==> config.mk <==
export PLATFORM = sky130hd
export DESIGN_NAME = sha256_byte_stream_hasher_top_flat
export DESIGN_NICKNAME = d
export VERILOG_FILES = /design/src/sha256_pkg.sv /design/src/sha256_if.sv /design/src/sha256_ram.sv /design/src/sha256_core.sv /design/src/sha256_byte_stream_hasher_top.sv /design/src/flat_wrapper.sv
export SDC_FILE = /design/constraint.sdc
export NUM_CORES = 2
export LEC_CHECK = 0
export BUFFER_PORTS_ARGS = -buffer_cell sky130_fd_sc_hd__clkbuf_2
export CAP_MARGIN = 20
export CORE_MARGIN = 1.5
export CORE_UTILIZATION = 60
export DETAILED_ROUTE_END_ITERATION = 10
export PLACE_DENSITY_LB_ADDON = 0.05
export SETUP_SLACK_MARGIN = 0.5
export SYNTH_ARGS = -nofsm -noshare
export SYNTH_HDL_FRONTEND = slang
export SYNTH_SLANG_ARGS = --single-unit
==> constraint.sdc <==
create_clock -name clk -period 39.8 [get_ports clk]
set_input_delay 7.96 -clock clk [delete_from_list [all_inputs] [get_ports clk]]
set_output_delay 7.96 -clock clk [all_outputs]
set_load 0.02 [all_outputs]
==> src/sha256_pkg.sv <==
`timescale 1ns / 1ps
`default_nettype none
// ----------------------------------------------------------------------------
// SHA-256 package
// Shared constants, types and round functions for the byte-stream hasher.
// ----------------------------------------------------------------------------
package sha256_pkg;

  localparam int WordW   = 32;
  localparam int BlkWords = 16;
  localparam int HashWords = 8;
  localparam int Rounds  = 64;

  typedef logic [WordW-1:0] word_t;

  function automatic word_t init_hash(input logic [2:0] i);
    word_t r;
    r = '0;
    case (i)
      3'd0: r = 32'h6a09e667;
      3'd1: r = 32'hbb67ae85;
      3'd2: r = 32'h3c6ef372;
      3'd3: r = 32'ha54ff53a;
      3'd4: r = 32'h510e527f;
      3'd5: r = 32'h9b05688c;
      3'd6: r = 32'h1f83d9ab;
      default: r = 32'h5be0cd19;
    endcase
    return r;
  endfunction

  localparam word_t KTab [Rounds] = '{
    32'h428a2f98, 32'h71374491, 32'hb5c0fbcf, 32'he9b5dba5, 32'h3956c25b, 32'h59f111f1,
    32'h923f82a4, 32'hab1c5ed5, 32'hd807aa98, 32'h12835b01, 32'h243185be, 32'h550c7dc3,
    32'h72be5d74, 32'h80deb1fe, 32'h9bdc06a7, 32'hc19bf174, 32'he49b69c1, 32'hefbe4786,
    32'h0fc19dc6, 32'h240ca1cc, 32'h2de92c6f, 32'h4a7484aa, 32'h5cb0a9dc, 32'h76f988da,
    32'h983e5152, 32'ha831c66d, 32'hb00327c8, 32'hbf597fc7, 32'hc6e00bf3, 32'hd5a79147,
    32'h06ca6351, 32'h14292967, 32'h27b70a85, 32'h2e1b2138, 32'h4d2c6dfc, 32'h53380d13,
    32'h650a7354, 32'h766a0abb, 32'h81c2c92e, 32'h92722c85, 32'ha2bfe8a1, 32'ha81a664b,
    32'hc24b8b70, 32'hc76c51a3, 32'hd192e819, 32'hd6990624, 32'hf40e3585, 32'h106aa070,
    32'h19a4c116, 32'h1e376c08, 32'h2748774c, 32'h34b0bcb5, 32'h391c0cb3, 32'h4ed8aa4a,
    32'h5b9cca4f, 32'h682e6ff3, 32'h748f82ee, 32'h78a5636f, 32'h84c87814, 32'h8cc70208,
    32'h90befffa, 32'ha4506ceb, 32'hbef9a3f7, 32'hc67178f2
  };

  function automatic word_t rotr(input word_t x, input int n);
    return (x >> n) | (x << (WordW - n));
  endfunction

  function automatic word_t ssig0(input word_t x);
    return rotr(x, 7) ^ rotr(x, 18) ^ (x >> 3);
  endfunction
  function automatic word_t ssig1(input word_t x);
    return rotr(x, 17) ^ rotr(x, 19) ^ (x >> 10);
  endfunction
  function automatic word_t bsig0(input word_t x);
    return rotr(x, 2) ^ rotr(x, 13) ^ rotr(x, 22);
  endfunction
  function automatic word_t bsig1(input word_t x);
    return rotr(x, 6) ^ rotr(x, 11) ^ rotr(x, 25);
  endfunction

  // Request from the absorb front end to the compression core.
  typedef struct packed {
    logic start;
    logic finish;   // emit digest and reinit after this block
  } cmd_t;

endpackage
`default_nettype wire

==> src/sha256_if.sv <==
`timescale 1ns / 1ps
`default_nettype none
// ----------------------------------------------------------------------------
// Stream interfaces
// Valid/ready channels for input bytes and digest words.
// ----------------------------------------------------------------------------
interface sha256_in_if;
  logic       valid;
  logic       ready;
  logic [7:0] data_byte;
  logic       has_byte;
  logic       last_byte;
  modport source (output valid, data_byte, has_byte, last_byte, input ready);
  modport sink   (input valid, data_byte, has_byte, last_byte, output ready);
endinterface

interface sha256_out_if;
  logic        valid;
  logic        ready;
  logic [31:0] digest_word;
  logic [2:0]  word_index;
  logic        last_word;
  modport source (output valid, digest_word, word_index, last_word, input ready);
  modport sink   (input valid, digest_word, word_index, last_word, output ready);
endinterface
`default_nettype wire

==> src/sha256_ram.sv <==
`timescale 1ns / 1ps
`default_nettype none
// ----------------------------------------------------------------------------
// Generic RAM
// One write port, one read port, registered read data.
// ----------------------------------------------------------------------------
module sha256_ram #(
  parameter int Width = 32,
  parameter int Depth = 16
) (
  input  wire                     clk,
  input  wire                     we,
  input  wire [$clog2(Depth)-1:0] waddr,
  input  wire [Width-1:0]         wdata,
  input  wire [$clog2(Depth)-1:0] raddr,
  output logic [Width-1:0]        rdata
);
  logic [Width-1:0] mem [Depth];

  always_ff @(posedge clk) begin
    if (we) begin
      mem[waddr] <= wdata;
    end
    rdata <= mem[raddr];
  end
endmodule
`default_nettype wire

==> src/sha256_core.sv <==
`timescale 1ns / 1ps
`default_nettype none
// ----------------------------------------------------------------------------
// SHA-256 compression core
// Runs 64 rounds on the block in the block RAM, one round per cycle, keeps
// the hash in a RAM and streams out the digest on request.
// ----------------------------------------------------------------------------
module sha256_core (
  input  wire                  clk,
  input  wire                  rst,
  input  wire sha256_pkg::cmd_t cmd,
  output logic                 busy,
  // block RAM read port (words 0..15 of the block)
  output logic [3:0]           blk_raddr,
  input  wire  [31:0]          blk_rdata,
  sha256_out_if.source         dout
);
  import sha256_pkg::*;

  typedef enum logic [2:0] {S_IDLE, S_LOAD, S_ROUND, S_ADD, S_EMIT} state_t;
  state_t state;

  word_t a, b, c, d, e, f, g, h;
  word_t w [BlkWords];          // sliding 16-word schedule window
  logic [6:0] cnt;
  logic finish;

  // hash RAM
  logic       h_we;
  logic [2:0] h_waddr, h_raddr;
  word_t      h_wdata, h_rdata;
  logic       h_init;           // hash words read as initial values

  sha256_ram #(.Width(WordW), .Depth(HashWords)) u_hash (
    .clk(clk), .we(h_we), .waddr(h_waddr), .wdata(h_wdata),
    .raddr(h_raddr), .rdata(h_rdata));

  word_t h_cur;
  logic [2:0] h_rd_q;
  assign h_cur = h_init ? init_hash(h_rd_q) : h_rdata;

  word_t wj, t1, t2, wnew;
  always_comb begin
    wj   = w[0];
    wnew = ssig1(w[14]) + w[9] + ssig0(w[1]) + w[0];
    t1   = h + bsig1(e) + ((e & f) ^ (~e & g)) + KTab[cnt[5:0]] + wj;
    t2   = bsig0(a) + ((a & b) ^ (a & c) ^ (b & c));
  end

  word_t sel_sum;
  always_comb begin
    case (h_rd_q)
      3'd0: sel_sum = a;
      3'd1: sel_sum = b;
      3'd2: sel_sum = c;
      3'd3: sel_sum = d;
      3'd4: sel_sum = e;
      3'd5: sel_sum = f;
      3'd6: sel_sum = g;
      default: sel_sum = h;
    endcase
  end

  assign busy = (state != S_IDLE);
  assign blk_raddr = cnt[3:0];
  assign h_waddr = h_rd_q;
  assign h_wdata = h_cur + sel_sum;

  // Hash read address is issued the cycle before its word is used. While emitting it
  // follows h_rd_q and steps ahead on a take.
  always_comb begin
    if (state == S_LOAD) begin
      h_raddr = cnt[2:0] - 3'd1;
    end else if (state == S_EMIT) begin
      h_raddr = (dout.valid && dout.ready) ? h_rd_q + 3'd1 : h_rd_q;
    end else begin
      h_raddr = cnt[2:0];
    end
    h_we    = (state == S_ADD) && (cnt != '0);
  end

  always_ff @(posedge clk) begin
    if (rst) begin
      state      <= S_IDLE;
      cnt        <= '0;
      h_init     <= 1'b1;
      finish     <= 1'b0;
      dout.valid <= 1'b0;
    end else begin
      unique case (state)
        S_IDLE: begin
          if (cmd.start) begin
            finish <= cmd.finish;
            cnt    <= 7'd1;
            state  <= S_LOAD;
          end else begin
            cnt <= '0;
          end
        end
        // cnt k (1..16) receives block word k-1; also preload working vars
        S_LOAD: begin
          w[15] <= blk_rdata;
          for (int i = 0; i < BlkWords - 1; i++) w[i] <= w[i+1];
          h_rd_q <= cnt[2:0] - 3'd1;
          if (cnt >= 7'd2 && cnt <= 7'd9) begin
            h <= h_cur; g <= h; f <= g; e <= f; d <= e; c <= d; b <= c; a <= b;
          end
          if (cnt == 7'd16) begin
            cnt   <= '0;
            state <= S_ROUND;
          end else begin
            cnt <= cnt + 7'd1;
          end
        end
        S_ROUND: begin
          h <= g; g <= f; f <= e; e <= d + t1;
          d <= c; c <= b; b <= a; a <= t1 + t2;
          for (int i = 0; i < BlkWords - 1; i++) w[i] <= w[i+1];
          w[15] <= wnew;
          if (cnt == 7'd63) begin
            cnt   <= '0;
            state <= S_ADD;
          end else begin
            cnt <= cnt + 7'd1;
          end
        end
        // cnt 0 issues read 0; cnt 1..8 write word cnt-1
        S_ADD: begin
          h_rd_q <= cnt[2:0];
          if (cnt == 7'd8) begin
            h_init <= 1'b0;
            cnt    <= '0;
            state  <= finish ? S_EMIT : S_IDLE;
          end else begin
            cnt <= cnt + 7'd1;
          end
        end
        // one read in flight; present word when output slot is free
        S_EMIT: begin
          if (dout.valid && dout.ready) begin
            dout.valid <= 1'b0;
            if (dout.last_word) begin
              h_init <= 1'b1;
              cnt    <= '0;
              state  <= S_IDLE;
            end
          end else if (!dout.valid && cnt[3] == 1'b0 && cnt != '0) begin
            dout.valid       <= 1'b1;
            dout.digest_word <= h_rdata;
            dout.word_index  <= h_rd_q;
            dout.last_word   <= (h_rd_q == 3'd7);
          end
          if (!dout.valid && !(cnt != '0)) begin
            h_rd_q <= '0;
            cnt    <= 7'd1;
          end else if (dout.valid && dout.ready && !dout.last_word) begin
            h_rd_q <= h_rd_q + 3'd1;
          end
        end
        default: state <= S_IDLE;
      endcase
    end
  end

endmodule
`default_nettype wire

==> src/sha256_byte_stream_hasher_top.sv <==
`timescale 1ns / 1ps
`default_nettype none
// ----------------------------------------------------------------------------
// SHA-256 byte-stream hasher
// Packs bytes into 512-bit blocks in a RAM and hashes them.
// ----------------------------------------------------------------------------
// Usage:
//   din  : one item per message byte (has_byte), last_byte ends the message.
//   dout : eight digest words, index 0 first, last_word on index 7.
// A byte that does not complete a block does not stall the input. A full block
// stalls the input while the core starts, loads the 16 block words, runs the
// 64 rounds (one per cycle, set by the single round datapath) and updates the
// eight hash words. A last item then walks the padding into the block RAM one
// byte per cycle while the core is idle, runs one or two more compressions and
// emits the digest words from the hash RAM, one read per word; a stalled
// receiver holds the current word and the input waits until all eight words
// are taken.
// Reset (synchronous rst) loads the initial hash values, clears the bit count
// and the packing word; no clearing pass is needed.
// ----------------------------------------------------------------------------
module sha256_byte_stream_hasher_top (
  input wire           clk,
  input wire           rst,
  sha256_in_if.sink    din,
  sha256_out_if.source dout
);
  import sha256_pkg::*;

  typedef enum logic [2:0] {F_IDLE, F_WAIT, F_PAD, F_LEN, F_DONE} fstate_t;
  fstate_t fs;

  logic [63:0] bit_count;
  logic [63:0] length;
  word_t       acc;          // word being packed
  logic        fin_pending;

  cmd_t  cmd;
  logic  core_busy;
  logic [3:0] blk_raddr;
  word_t blk_rdata;

  logic       b_we;
  logic [3:0] b_waddr;
  word_t      b_wdata;

  sha256_ram #(.Width(WordW), .Depth(BlkWords)) u_blk (
    .clk(clk), .we(b_we), .waddr(b_waddr), .wdata(b_wdata),
    .raddr(blk_raddr), .rdata(blk_rdata));

  sha256_core u_core (
    .clk(clk), .rst(rst), .cmd(cmd), .busy(core_busy),
    .blk_raddr(blk_raddr), .blk_rdata(blk_rdata), .dout(dout));

  logic take;
  assign din.ready = (fs == F_IDLE) && !core_busy && !cmd.start;
  assign take      = din.valid && din.ready;

  // Byte insert into packing word.
  logic [1:0] bpos;
  word_t      acc_byte;
  logic [7:0] ins;
  logic       ins_en;
  assign bpos = bit_count[4:3];

  always_comb begin
    ins    = din.data_byte;
    ins_en = take && din.has_byte;
    if (fs == F_PAD) begin
      ins    = 8'h00;
      ins_en = !core_busy && !cmd.start;
    end else if (fs == F_WAIT) begin
      ins    = 8'h80;
      ins_en = !core_busy && !cmd.start;
    end
    case (bpos)
      2'd0: acc_byte = {ins, 24'h0};
      2'd1: acc_byte = {acc[31:24], ins, 16'h0};
      2'd2: acc_byte = {acc[31:16], ins, 8'h0};
      default: acc_byte = {acc[31:8], ins};
    endcase
  end

  logic [63:0] cnt_inc;
  assign cnt_inc = bit_count + 64'd8;

  logic len_wr, fin_wr;
  assign len_wr = (fs == F_LEN) && !core_busy && !cmd.start && !b_we;
  assign fin_wr = (fs == F_DONE) && !fin_pending;

  // Padding is walked one byte per cycle while the core is idle, through the
  // packing word; length words are written directly.
  always_ff @(posedge clk) begin
    if (rst) begin
      fs          <= F_IDLE;
      bit_count   <= '0;
      acc         <= '0;
      fin_pending <= 1'b0;
      cmd         <= '0;
      b_we        <= 1'b0;
    end else begin
      b_we <= (ins_en && bpos == 2'd3) || len_wr || fin_wr;
      cmd  <= '{start: (ins_en && cnt_inc[8:0] == 9'd0) || fin_wr, finish: fin_wr};
      if (ins_en) begin
        acc       <= (bpos == 2'd3) ? '0 : acc_byte;
        bit_count <= cnt_inc;
        if (bpos == 2'd3) begin
          b_waddr <= bit_count[8:5];
          b_wdata <= acc_byte;
        end
      end
      unique case (fs)
        F_IDLE: begin
          if (take && din.last_byte) begin
            length <= din.has_byte ? cnt_inc : bit_count;
            fs     <= F_WAIT;
          end
        end
        // 0x80 may already land on the length boundary
        F_WAIT: begin
          if (ins_en) fs <= (cnt_inc[8:0] == 9'd448) ? F_LEN : F_PAD;
        end
        F_PAD: begin
          if (ins_en && cnt_inc[8:0] == 9'd448) fs <= F_LEN;
        end
        F_LEN: begin
          if (len_wr) begin
            b_waddr   <= 4'd14;
            b_wdata   <= length[63:32];
            fs        <= F_DONE;
          end
        end
        F_DONE: begin
          if (fin_wr) begin
            b_waddr   <= 4'd15;
            b_wdata   <= length[31:0];
            fin_pending <= 1'b1;
          end else if (!core_busy && !cmd.start && !dout.valid) begin
            // core returns to idle only after the last word is taken
            fin_pending <= 1'b0;
            bit_count   <= '0;
            fs          <= F_IDLE;
          end
        end
        default: fs <= F_IDLE;
      endcase
    end
  end

  // Assertions
  a_no_take_busy: assert property (@(posedge clk) disable iff (rst)
    core_busy |-> !din.ready) else $error("input taken during compression");
  a_hold_stall: assert property (@(posedge clk) disable iff (rst)
    (dout.valid && !dout.ready) |=> (dout.valid && $stable(dout.digest_word)))
    else $error("digest word dropped while stalled");
  a_last_idx: assert property (@(posedge clk) disable iff (rst)
    (dout.valid && dout.last_word) |-> (dout.word_index == 3'd7))
    else $error("last word index");
  a_pad_idle: assert property (@(posedge clk) disable iff (rst)
    (fs != F_IDLE) |-> !din.ready) else $error("input taken while padding");

endmodule
`default_nettype wire
==> src/flat_wrapper.sv <==
// flat-port wrapper written by rule: the top's interface ports become plain ports
module sha256_byte_stream_hasher_top_flat import sha256_pkg::*;
  (clk, rst, din_valid, din_data_byte, din_has_byte, din_last_byte, din_ready, dout_valid, dout_digest_word, dout_word_index, dout_last_word, dout_ready);
  sha256_in_if din_i ();
  sha256_out_if dout_i ();
  input wire clk;
  input wire rst;
  input wire logic [$bits(din_i.valid)-1:0] din_valid;
  input wire logic [$bits(din_i.data_byte)-1:0] din_data_byte;
  input wire logic [$bits(din_i.has_byte)-1:0] din_has_byte;
  input wire logic [$bits(din_i.last_byte)-1:0] din_last_byte;
  output wire logic [$bits(din_i.ready)-1:0] din_ready;
  output wire logic [$bits(dout_i.valid)-1:0] dout_valid;
  output wire logic [$bits(dout_i.digest_word)-1:0] dout_digest_word;
  output wire logic [$bits(dout_i.word_index)-1:0] dout_word_index;
  output wire logic [$bits(dout_i.last_word)-1:0] dout_last_word;
  input wire logic [$bits(dout_i.ready)-1:0] dout_ready;
  assign din_i.valid = din_valid;
  assign din_i.data_byte = din_data_byte;
  assign din_i.has_byte = din_has_byte;
  assign din_i.last_byte = din_last_byte;
  assign din_ready = din_i.ready;
  assign dout_valid = dout_i.valid;
  assign dout_digest_word = dout_i.digest_word;
  assign dout_word_index = dout_i.word_index;
  assign dout_last_word = dout_i.last_word;
  assign dout_i.ready = dout_ready;
  sha256_byte_stream_hasher_top u_core (.clk(clk), .rst(rst), .din(din_i), .dout(dout_i));
endmodule
==> run summary <==
PLACE
-------------------------------------------------------------------------------------
Post-detail-place hpwl                                                         157 mm
Final weighted congestion in routability-driven placement                       0.987
Port Buffers                                                                       51
Post-DP Area                                                               90200 um^2

SYNTHESIS
-------------------------------------------------------------------------------------
Most instantiated flip-flop cell in the synthesis netlist                sky130_fd_sc_hd__edfxtp_1
Flop and latch count out of synthesis                                            1841
FFs w/ async S/R, synth                                                            0%
Count of cell types in the netlist                                                 88
Synth warnings                                                                      0
Instance count of the mapped netlist                                             6690
Synthesized net count                                                            7079
Post-synthesis instance area                                               88100 um^2
Fraction of post-synthesis cell area in the top cell type by area               57.0%
Share of synthesized area occupied by flip-flops and latches                    60.8%
Number of synthesized flops with an enable pin                                   1672
Library cell with the largest summed area after synthesis                sky130_fd_sc_hd__edfxtp_1
Synthesized area per cell                                                   13.2 um^2
Ranking of synthesized cells by area                                     sky130_fd_sc_hd__edfxtp_1 (57%), sky130_fd_sc_hd__fa_1 (4.3%), sky130_fd_sc_hd__mux4_2 (4.2%)

LAYOUT
-------------------------------------------------------------------------------------
Area growth syn-to-layout                                                       9.36%
Share of post-route cells with drive strength above 1                           11.1%
Post-layout instance area                                                  96300 um^2
Number of fill cells                                                            10700
Most frequent cells in the layout                                        sky130_fd_sc_hd__edfxtp_1 (1672), sky130_fd_sc_hd__nand2_1 (844), sky130_fd_sc_hd__nor2_1 (363)
Post-layout net count                                                            7019
Most frequent standard cell in the layout excluding fill and tap cells   sky130_fd_sc_hd__edfxtp_1

TIMING
-------------------------------------------------------------------------------------
Maximum clock rate                                                           89.9 MHz
Final setup violation count                                                         0
Layout Skew                                                                 0.0762 ns
Hold Slack                                                                   0.386 ns
Share of the clock period used by the worst path after layout                   28.0%
Crit path time final                                                         11.13 ns
Final-report hold violation count                                                   0
Measured slew at the worst slew-check pin                                     1.17 ns
Relative slew margins                                                           21.4%
Setup TNS Final                                                                  0 ns
Unrepaired setup endpoints after global routing                                    no
Count of pins over their slew limit                                                 0

RUN STATUS
-------------------------------------------------------------------------------------
Status                                                                   finished clean

WORST SETUP PATH
-------------------------------------------------------------------------------------
Worst reg2reg endpoint                                                   u_core.u_core.a[30]
Data arrival time of the critical path                                        3.17 ns
Highest net fanout along the worst path                                            22
Worst flop-to-flop path startpoint                                       u_core.u_core.cnt[0]
Minimum setup slack among reg-to-reg paths                                   29.69 ns
Required time of the worst setup path                                        31.84 ns
Endpoint type of the worst setup path                                    primary output
Classification of the worst setup path                                     reg -> out
Path depth of the worst reg2reg path                                               33
Worst setup SP type                                                              flop

GLOBAL ROUTE
-------------------------------------------------------------------------------------
Overflow left after global routing                                                  0
Number of antenna violations at the first check in global routing                   6
Global-route wire length before repair                                         344 mm
All-layer global routing usage                                                  31.5%
Vias in the first global route                                                  51600
Maximum number of pins on one net before global-route repair                      203

DRT
-------------------------------------------------------------------------------------
Drc violations                                                                      0
Routed Antenna Nets                                                                 0
Average vias per placed instance                                                 6.30
Number of iterations in the first detailed-routing pass                            10
Number of DRC markers in iteration 0                                             6971
Mean routed wirelength per cell                                               27.1 um
Total wire length after detailed routing                                       236 mm
Vias after detailed routing                                                     54800

FLOORPLAN
-------------------------------------------------------------------------------------
Die X-Extent                                                                   386 um
Die Area                                                                  149000 um^2
Boundary pin count                                                                 52
Die extent in y                                                                386 um
Site Rows                                                                         140
Placeable core region                                                     146000 um^2
Initial standard-cell utilization of the core                                   60.4%

CTS
-------------------------------------------------------------------------------------
CTS tree                                                                          yes
Setup repair bufs after CTS                                                         0
Total number of H-tree levels                                                       4
CTS clock-pin slew for the worst setup and hold paths                         0.06 ns
Clock Root Buffer                                                        sky130_fd_sc_hd__clkbuf_16
CTS sink count                                                                   1841
Number of hold buffers added after cts                                              0
Cells resized by post-CTS repair                                                    0
Total CTS buffers                                                                 185
Clock latency on the worst-skew pair                                          0.83 ns
Clock tree buffer depth                                                             3

PWR
-------------------------------------------------------------------------------------
Peak supply drop                                                               109 uV
Leakage                                                                       33.9 nW
Areal power density over the cells                                       84.8 nW/um^2

WORST HOLD PATH
-------------------------------------------------------------------------------------
Min-Delay Path Depth                                                                0
Worst hold path endpoint                                                 u_core.u_core.w[0][251]
Min-delay worst type                                                       reg -> reg
Startpoint of the worst hold path                                        u_core.u_core.w[1][27]

FLOW RUN
-------------------------------------------------------------------------------------
Number of maximum-capacitance constraint violations                                 0

registers in the layout (all words and copies together), names as in the netlist, 61 cells and up:
signal / count
u_core.length: 61
u_core.bit_count: 61
u_core.u_core.u_hash.mem: 256
u_core.u_core.w: 512
u_core.u_blk.mem: 512
cell families (layout without fill, tap and decap cells):
group	after synthesis	in the layout	synth area share, %
compound gates	1267	1267	9.22
xor+xnor	493	493	4.93
fa+ha+maj	377	377	6.95
buf+inv	666	763	2.85
flops	1841	1841	60.8
mux	414	414	7.19
other cells	0	2	0
simple gates	1632	1632	8.02
how the worst max path moves through the flow:
stage,from,endpoint,slack (ns),cells after the start
3_5_place_dp,dout_ready,u_core.u_core.u_hash.rdata[4],28.43,11
2_1_floorplan,rst,u_core.u_core.a[0],8.62,4
3_3_place_gp,rst,u_core.u_core.w[1][248],28.50,6
6_report,u_core.u_core.state[0],din_ready,28.67,4
4_1_cts,u_core.u_core.state[0],din_ready,28.66,4
5_1_grt,u_core.u_core.state[0],din_ready,28.54,4
synthesized netlist by cell type (17+ instances only):
cell type	count
sky130_fd_sc_hd__o211ai_1	61
sky130_fd_sc_hd__nand4_1	31
sky130_fd_sc_hd__o21ai_0	345
sky130_fd_sc_hd__nor3_1	59
sky130_fd_sc_hd__mux2i_1	134
sky130_fd_sc_hd__o31ai_1	21
sky130_fd_sc_hd__ha_1	187
sky130_fd_sc_hd__fa_1	188
sky130_fd_sc_hd__nand2_1	846
sky130_fd_sc_hd__nand3_1	91
sky130_fd_sc_hd__o21bai_1	21
sky130_fd_sc_hd__mux4_2	163
sky130_fd_sc_hd__a32oi_1	21
sky130_fd_sc_hd__xor2_1	160
sky130_fd_sc_hd__a222oi_1	62
sky130_fd_sc_hd__dfxtp_1	169
sky130_fd_sc_hd__nand2b_1	35
sky130_fd_sc_hd__a211oi_1	42
sky130_fd_sc_hd__mux2_2	117
sky130_fd_sc_hd__a21o_1	114
sky130_fd_sc_hd__clkbuf_1	309
sky130_fd_sc_hd__buf_1	57
sky130_fd_sc_hd__and3_1	40
sky130_fd_sc_hd__or3_1	33
sky130_fd_sc_hd__a22oi_1	38
sky130_fd_sc_hd__inv_1	285
sky130_fd_sc_hd__a21oi_1	340
sky130_fd_sc_hd__edfxtp_1	1672
sky130_fd_sc_hd__o21a_1	32
sky130_fd_sc_hd__nor2b_1	34
sky130_fd_sc_hd__xnor2_1	331
sky130_fd_sc_hd__o311ai_0	17
sky130_fd_sc_hd__nor2_1	383
sky130_fd_sc_hd__a31oi_1	33
stage by stage:
stage	instances	worst slack [ns]	utilization, %	power, mW
finish	8706	28.67	66.1	8.17
global route	8704	28.54	66.1	8.64
CTS	8699	28.66	66.0	8.12
detailed placement	8355	28.43	61.9	6.38
global placement	8354	28.50	61.9	6.33
floorplan	6690	8.62	-	5.34
where the power goes:
| group | internal (mW) | leakage, nW | switching [mW] |
|---|---|---|---|
| Combinational | 1.53 | 14.5 | 2.42 |
| Sequential | 2.34 | 16.5 | 0.158 |
| Clock | 0.967 | 2.90 | 0.747 |
routing by layer:
metal  part of all wire, %  vias up  global-route usage, %
met1                    43    27400                   48.0
met4                   3.3        4                   10.3
met2                    45     2565                   47.0
met5                 0.011        -                      0
met3                   8.9      399                   4.67
li1                      -    24500                      -
cell type report:
cell class	count	area [um^2]	area share [%]
clock buffers	262	5110	5.30
repair buffers	131	963	1.00
diodes	2	5.00	0.00520
multi-input cells	4183	32300	33.5
well taps	1917	2400	2.49
inverters	288	1080	1.12
flip-flops and latches	1841	53600	55.6
clock inverters	82	908	0.943
worst max-delay path, cell delays in order, from the launching register on:
cell and delay, ns:
sky130_fd_sc_hd__dfxtp_1 0.52, sky130_fd_sc_hd__or2_1 0.37, sky130_fd_sc_hd__or3_1 0.45, sky130_fd_sc_hd__nor4_1 0.73, sky130_fd_sc_hd__clkbuf_2 0.31
Power figures use the tool's default switching activity.
